**config.mk**
```make
export PLATFORM = sky130hd
export DESIGN_NAME = http_json_object_capture_unit
export DESIGN_NICKNAME = d
export VERILOG_FILES = /design/src/hw/rtl/hjoc_pkg.sv /design/src/hw/rtl/http_json_object_capture_unit.sv
export SDC_FILE = /design/constraint.sdc
export NUM_CORES = 1
export LEC_CHECK = 0
export BUFFER_PORTS_ARGS = -buffer_cell sky130_fd_sc_hd__buf_2
export CORE_UTILIZATION = 30
export DETAILED_ROUTE_END_ITERATION = 6
export GPL_TIMING_DRIVEN = 0
export SLEW_MARGIN = 10
export SYNTH_ARGS = -nofsm -noshare
export SYNTH_HDL_FRONTEND = slang
export SYNTH_SLANG_ARGS = --single-unit
export TNS_END_PERCENT = 100
```
**constraint.sdc**
```tcl
create_clock -name i_clk -period 4.45 [get_ports i_clk]
set_input_delay 0.2225 -clock i_clk [delete_from_list [all_inputs] [get_ports i_clk]]
set_output_delay 0.2225 -clock i_clk [all_outputs]
set_load 0.01 [all_outputs]
```
**src/hw/rtl/hjoc_pkg.sv**
```systemverilog
// hjoc_pkg: constants shared by the http json object capture unit
// character codes, parse phase codes, field widths and register indexes
// no dependencies
`default_nettype none

package hjoc_pkg;

    localparam int unsigned BYTE_W    = 8;
    localparam int unsigned POS_W     = 12;
    localparam int unsigned WAIT_W    = 16;
    localparam int unsigned LIMIT_W   = 13;
    localparam int unsigned PHASE_W   = 3;
    localparam int unsigned CFG_IDX_W = 1;
    localparam int unsigned CFG_DAT_W = 16;

    localparam logic [BYTE_W-1:0] CH_H      = 8'h48;
    localparam logic [BYTE_W-1:0] CH_T      = 8'h54;
    localparam logic [BYTE_W-1:0] CH_P      = 8'h50;
    localparam logic [BYTE_W-1:0] CH_SLASH  = 8'h2f;
    localparam logic [BYTE_W-1:0] CH_LBRACE = 8'h7b;
    localparam logic [BYTE_W-1:0] CH_RBRACE = 8'h7d;

    localparam logic [PHASE_W-1:0] PH_HUNT    = 3'd0;
    localparam logic [PHASE_W-1:0] PH_T1      = 3'd1;
    localparam logic [PHASE_W-1:0] PH_T2      = 3'd2;
    localparam logic [PHASE_W-1:0] PH_P       = 3'd3;
    localparam logic [PHASE_W-1:0] PH_SLASH   = 3'd4;
    localparam logic [PHASE_W-1:0] PH_WAIT    = 3'd5;
    localparam logic [PHASE_W-1:0] PH_CAPTURE = 3'd6;

    localparam logic [CFG_IDX_W-1:0] REG_BRACE_WAIT_LIMIT = 1'd0;
    localparam logic [CFG_IDX_W-1:0] REG_CAPTURE_LIMIT    = 1'd1;

    localparam logic [WAIT_W-1:0]  BRACE_WAIT_RESET = 16'd255;
    localparam logic [LIMIT_W-1:0] CAPTURE_RESET    = 13'd256;
    localparam logic [LIMIT_W-1:0] CAPTURE_MAX      = 13'd4096;
    localparam logic [WAIT_W-1:0]  WAIT_SAT         = 16'hffff;

endpackage

`default_nettype wire

```
**src/hw/rtl/http_json_object_capture_unit.sv**
```systemverilog
// http_json_object_capture_unit: top level, byte-serial header hunt and json object capture
// depends on hjoc_pkg
//
// channel   | direction | handshake                  | payload
// rx        | in        | i_in_valid / o_in_stall    | i_rx_byte
// result    | out       | o_out_valid / i_out_stall  | o_captured_byte, o_capture_valid,
//           |           |                            | o_position, o_object_end,
//           |           |                            | o_object_dropped, o_brace_timeout
// config    | in        | i_cfg_we                   | i_cfg_index, i_cfg_data
//
// one byte per cycle while the input is not stalled; the result appears in the cycle after the byte transaction
// the phase compare and the two counters are combinational, ahead of the result register
// input stalls only while a held result is itself stalled
// synchronous active-low reset returns to the header hunt with default limits
`default_nettype none

module http_json_object_capture_unit (
    input  wire logic                              i_clk,
    input  wire logic                              i_rst_n,
    input  wire logic                              i_in_valid,
    output logic                                   o_in_stall,
    input  wire logic [hjoc_pkg::BYTE_W-1:0]       i_rx_byte,
    output logic                                   o_out_valid,
    input  wire logic                              i_out_stall,
    output logic      [hjoc_pkg::BYTE_W-1:0]       o_captured_byte,
    output logic                                   o_capture_valid,
    output logic      [hjoc_pkg::POS_W-1:0]        o_position,
    output logic                                   o_object_end,
    output logic                                   o_object_dropped,
    output logic                                   o_brace_timeout,
    input  wire logic                              i_cfg_we,
    input  wire logic [hjoc_pkg::CFG_IDX_W-1:0]    i_cfg_index,
    input  wire logic [hjoc_pkg::CFG_DAT_W-1:0]    i_cfg_data
);

    logic [hjoc_pkg::WAIT_W-1:0]  r_brace_wait_limit;
    logic [hjoc_pkg::LIMIT_W-1:0] r_capture_limit;
    logic [hjoc_pkg::PHASE_W-1:0] r_phase, n_phase;
    logic [hjoc_pkg::POS_W-1:0]   r_capture_count, n_capture_count;
    logic [hjoc_pkg::WAIT_W-1:0]  r_wait_count, n_wait_count;

    logic                         r_out_valid;
    logic [hjoc_pkg::BYTE_W-1:0]  r_byte, n_byte;
    logic                         r_cvalid, n_cvalid;
    logic [hjoc_pkg::POS_W-1:0]   r_pos, n_pos;
    logic                         r_end, n_end;
    logic                         r_drop, n_drop;
    logic                         r_tmo, n_tmo;

    logic                         in_accept;
    logic [hjoc_pkg::LIMIT_W-1:0] lim;
    logic [hjoc_pkg::LIMIT_W-1:0] count_inc;
    logic                         at_limit;

    assign o_in_stall = r_out_valid && i_out_stall;
    assign in_accept  = i_in_valid && !o_in_stall;

    // limit clamp; a limit of 0 or 1 makes at_limit true on every byte
    assign lim       = (r_capture_limit > hjoc_pkg::CAPTURE_MAX) ?
                       hjoc_pkg::CAPTURE_MAX : r_capture_limit;
    assign count_inc = {1'b0, r_capture_count} + 13'd1;
    assign at_limit  = count_inc >= lim;

    always_comb begin
        n_phase         = r_phase;
        n_capture_count = r_capture_count;
        n_wait_count    = r_wait_count;
        n_byte          = '0;
        n_cvalid        = 1'b0;
        n_pos           = '0;
        n_end           = 1'b0;
        n_drop          = 1'b0;
        n_tmo           = 1'b0;
        unique case (r_phase)
            hjoc_pkg::PH_HUNT: begin
                if (i_rx_byte == hjoc_pkg::CH_H) n_phase = hjoc_pkg::PH_T1;
            end
            hjoc_pkg::PH_T1: begin
                n_phase = (i_rx_byte == hjoc_pkg::CH_T) ? hjoc_pkg::PH_T2 : hjoc_pkg::PH_HUNT;
            end
            hjoc_pkg::PH_T2: begin
                n_phase = (i_rx_byte == hjoc_pkg::CH_T) ? hjoc_pkg::PH_P : hjoc_pkg::PH_HUNT;
            end
            hjoc_pkg::PH_P: begin
                n_phase = (i_rx_byte == hjoc_pkg::CH_P) ? hjoc_pkg::PH_SLASH : hjoc_pkg::PH_HUNT;
            end
            hjoc_pkg::PH_SLASH: begin
                n_phase = (i_rx_byte == hjoc_pkg::CH_SLASH) ? hjoc_pkg::PH_WAIT :
                                                              hjoc_pkg::PH_HUNT;
            end
            hjoc_pkg::PH_WAIT: begin
                priority if (i_rx_byte == hjoc_pkg::CH_LBRACE) begin
                    n_phase         = hjoc_pkg::PH_CAPTURE;
                    n_byte          = i_rx_byte;
                    n_cvalid        = 1'b1;
                    n_capture_count = 12'd1;
                    n_wait_count    = '0;
                end else if (r_wait_count > r_brace_wait_limit) begin
                    n_phase      = hjoc_pkg::PH_HUNT;
                    n_wait_count = '0;
                    n_tmo        = 1'b1;
                end else if (r_wait_count != hjoc_pkg::WAIT_SAT) begin
                    n_wait_count = r_wait_count + 16'd1;
                end else begin
                    n_wait_count = r_wait_count;
                end
            end
            hjoc_pkg::PH_CAPTURE: begin
                if (at_limit) begin
                    n_capture_count = '0;
                    n_phase         = hjoc_pkg::PH_HUNT;
                    n_drop          = 1'b1;
                end else begin
                    n_byte          = i_rx_byte;
                    n_cvalid        = 1'b1;
                    n_pos           = r_capture_count;
                    n_capture_count = count_inc[hjoc_pkg::POS_W-1:0];
                    if (i_rx_byte == hjoc_pkg::CH_RBRACE) begin
                        n_phase         = hjoc_pkg::PH_HUNT;
                        n_capture_count = '0;
                        n_end           = 1'b1;
                    end
                end
            end
            default: begin
                n_phase = hjoc_pkg::PH_HUNT;
            end
        endcase
    end

    always_ff @(posedge i_clk) begin
        if (!i_rst_n) begin
            r_brace_wait_limit <= hjoc_pkg::BRACE_WAIT_RESET;
            r_capture_limit    <= hjoc_pkg::CAPTURE_RESET;
        end else if (i_cfg_we) begin
            unique case (i_cfg_index)
                hjoc_pkg::REG_BRACE_WAIT_LIMIT: r_brace_wait_limit <= i_cfg_data;
                hjoc_pkg::REG_CAPTURE_LIMIT:
                    r_capture_limit <= i_cfg_data[hjoc_pkg::LIMIT_W-1:0];
                default: r_capture_limit <= r_capture_limit;
            endcase
        end
    end

    always_ff @(posedge i_clk) begin
        if (!i_rst_n) begin
            r_phase         <= hjoc_pkg::PH_HUNT;
            r_capture_count <= '0;
            r_wait_count    <= '0;
            r_out_valid     <= 1'b0;
        end else begin
            if (in_accept) begin
                r_phase         <= n_phase;
                r_capture_count <= n_capture_count;
                r_wait_count    <= n_wait_count;
                r_out_valid     <= 1'b1;
            end else if (!i_out_stall) begin
                r_out_valid <= 1'b0;
            end
        end
    end

    always_ff @(posedge i_clk) begin
        if (in_accept) begin
            r_byte   <= n_byte;
            r_cvalid <= n_cvalid;
            r_pos    <= n_pos;
            r_end    <= n_end;
            r_drop   <= n_drop;
            r_tmo    <= n_tmo;
        end
    end

    assign o_out_valid      = r_out_valid;
    assign o_captured_byte  = r_byte;
    assign o_capture_valid  = r_cvalid;
    assign o_position       = r_pos;
    assign o_object_end     = r_end;
    assign o_object_dropped = r_drop;
    assign o_brace_timeout  = r_tmo;

    a_flags_exclusive: assert property (@(posedge i_clk) disable iff (!i_rst_n)
        r_out_valid |-> $onehot0({r_end, r_drop, r_tmo}))
        else $error("more than one terminating flag in one result");

    a_end_is_captured: assert property (@(posedge i_clk) disable iff (!i_rst_n)
        r_out_valid && r_end |-> r_cvalid && (r_byte == hjoc_pkg::CH_RBRACE))
        else $error("object end without captured closing brace");

    a_terminate_hunts: assert property (@(posedge i_clk) disable iff (!i_rst_n)
        in_accept && (n_end || n_drop || n_tmo) |=> r_phase == hjoc_pkg::PH_HUNT)
        else $error("phase not back to hunt after object terminated");

    a_count_idle: assert property (@(posedge i_clk) disable iff (!i_rst_n)
        r_phase != hjoc_pkg::PH_CAPTURE |-> r_capture_count == '0)
        else $error("capture count nonzero outside capture");

    a_wait_idle: assert property (@(posedge i_clk) disable iff (!i_rst_n)
        r_phase != hjoc_pkg::PH_WAIT |-> r_wait_count == '0)
        else $error("wait count nonzero outside brace wait");

endmodule

`default_nettype wire
```
==> results.cfg <==
[setup_path]
worst-path-buf-inv = 1
setup.worst_path.start_class = flop
reg2reg_from = r_capture_count[0]
reg2reg_slack_ns = 0.56
critPathKind = reg2reg
crit_family = simple AND/OR/NAND/NOR gates
worstPathMaxFanout = 10
crit_chain = ha_1, and3_1, nand3_1, or2_2, xnor2_1, ha_1, and4_1, a2111oi_0, o21ai_1, nand2b_4, nor2_2, clkbuf_1, and2_1
crit_path_frequent_cell = ha_1
worstSetupEndpointType = flop
r2r_end = o_position[3]
cp_data_arrival_time_ns = 4.10
cp_slowest_cell = dfxtp_1
reg2regPathDepth = 13
crit_path_start = r_capture_count[0]
critical_path.max_stage_delay_ns = 0.48
cp.required_ns = 4.67

[yosys]
synth_compound_area_share_pct = 14.53
async_flop_share_pct = 0
synth.ff_latch_count = 85
seq_area_frac_synth_pct = 41.77
synthSimpleGateAreaFrac_pct = 28.34
synth-xor-area-share_pct = 2.072
synthCells = 545
yosysWarningCount = 0
synth_nets = 606
synth_area_sq_um = 4649
avgSynthCellArea_sq_um = 8.531
synth_edf_count = 24
synth.area.mux_share_pct = 0.6459
synthAdderAreaFrac_pct = 8.342
synth_top_family_by_area = simple AND/OR/NAND/NOR gates
synthFlopType = dfxtp_1
synth.distinct_cells = 57

[global_routing]
track_usage_pct = 14.94
grt_overflow = 0
grt_pass1_vias = 3928
grt_max_degree = 28
antenna_found_initial = 0
grt_pass1_wl_mm = 18.88

[placed_design]
dp_hpwl_mm = 8.648
gp_congestion = 0.8462
io_buffers = 55
dpl.cell_count = 788
dp_slack_ns = 0.4497
dpl_cell_area_sq_um = 5160

[route]
via_per_inst = 5.121
wirelength_mm = 11.37
vias = 4117
first_iter_violations = 380
remaining_drc_errors = 0
wl_per_cell_um = 14.14
final_antenna_net_count = 0
dr.pass1.iters = 6

[cts]
cts_setup_buffers = 0
cts.sink_count = 85
insertion_delay_ns = 0.35
clockRootBuffer = clkbuf_16
ctsLongestPathBuffers = 2
cts.reportedPaths.clkPinSlew_ns = 0.06
cts_tree = yes
cts_buffers = 9
htree_levels = 3

[sta]
tightest_slew_ns = 1.004
rsz0062_at_grt = false
setup_violations = 0
final_max_slew_viol_count = 0
final_hold_viol_count = 0
fmax_ghz = 0.2573
clock_skew_ns = 0.005780
finalSetupTns_ns = 0
finalCritPeriodShare_pct = 87.35
fin_ws_ns = 0.5628
max_slew_margin_pct = 33.03
finalCriticalPeriod_ns = 3.887

[worst_hold_path]
hold_path_depth = 2
min_path_type = in2reg
whs_endpoint = o_out_valid
min-delay-start = i_in_valid

[floorplanning]
io_pins = 56
die_width_um = 126.5
dieArea_sq_um = 16000
rows = 45
initial_core_util_pct = 30.70
die_h_um = 126.5
coreArea_sq_um = 15150

[finish]
design_area_sq_um = 5487
final_common_cell = nand2_1
n_antenna_cell = 0
nNetsFinal = 672
layout.cells.non_filler = 804
drive_above_1_share_pct = 14.29
final_cell_mix = nand2_1 (96), dfxtp_1 (61), buf_2 (58)
syn2layout_area_growth_pct = 18.00

[outcome]
status = finished, final reports clean

[power_and_ir_drop]
peakVddDrop_mv = 0.2102
pwr_density_cell_nw_per_um2 = 322.4
p_leak_nw = 2.161

[job]
timing.max_cap.violations = 0
## layout make-up
| class | instances | area, sq um |
|---|---|---|
| plain buffers | 22 | 87.58 |
| inverters | 30 | 112.6 |
| repair buffers | 55 | 275.3 |
| clock buffers | 13 | 284.0 |
| clock inverters | 3 | 40.04 |
| multi-input cells | 408 | 2510 |
| well taps | 188 | 235.2 |
| flip-flops and latches | 85 | 1942 |
| fillers | 1559 | 9659 |
## stage by stage
stage | util (%) | hold WS, ns | power (mW)
floorplan | - | 0.3464 | 0.9229
global placement | 34.07 | 0.4438 | 0.9720
detailed placement | 34.07 | 0.4491 | 0.9770
CTS | 36.21 | 0.08674 | 1.789
global route | 36.22 | 0.09465 | 1.840
finish | 36.22 | 0.09764 | 1.769
## worst max path at each step
stage	end	slack [ns]	cells past startpoint
after floorplan	o_position[8]	1.18	13
after global routing	o_position[9]	0.1	13
after CTS	o_position[3]	0.42	13
final	o_position[3]	0.56	13
after global placement	o_position[2]	0.56	13
after detailed placement	o_position[3]	0.45	13
## kinds of logic after synthesis
family | count (synthesis)
AND/OR/NAND/NOR | 251
AO/OA/AOI/OAI | 112
flip-flops | 85
buffers and inverters | 52
adder cells (fa/ha/maj) | 31
XOR/XNOR | 11
multiplexers | 3
## synthesized netlist by cell type, types with 8 or more instances
master,count,area [sq um]
nand2_1,96,360.4
ha_1,31,387.9
clkbuf_1,16,60.06
inv_1,29,108.9
o21ai_1,8,40.04
o211ai_1,8,60.06
nand4_1,8,50.05
nand3_1,26,130.1
o21ai_0,19,95.09
or4_1,9,67.56
a21oi_1,43,215.2
nor3_1,18,90.09
edfxtp_1,24,720.7
nor2b_1,13,81.33
dfxtp_1,61,1221
nor2_1,24,90.09
and2_1,19,118.9
a31oi_1,11,68.82
## sequential cells by signal, summed over array words and instances, names as in the netlist, 3 cells and up
name	flops
o_position	12
r_brace_wait_limit	16
r_capture_count	12
r_capture_limit	13
r_wait_count	16
r_phase	3
o_captured_byte	8
## power breakdown
group | switching, mW | internal (mW) | leakage, nW
sequential | 0.00872 | 0.820 | 0.737
clock | 0.306 | 0.504 | 0.163
combinational | 0.0834 | 0.0473 | 1.26
## routing by layer
layer  part of all wire [%]  routed length (um)  global-route usage [%]  up-vias
met5                      0                   0                       0        -
met4                    1.7                 198                   6.237        0
met1                     45                5125                   17.94     1910
met3                    4.2                 483                   3.458       11
li1                       -                   -                       -     2081
met2                     49                5565                   25.64      115
## repair_timing
| item | in CTS | in global routing |
|---|---|---|
| hold buffers | 0 | 0 |
| hold endpoints to repair | 0 | 0 |
| gates resized for setup | 0 | 1 |
| setup endpoints to repair | 0 | 5 |
Power figures use the tool's default switching activity.
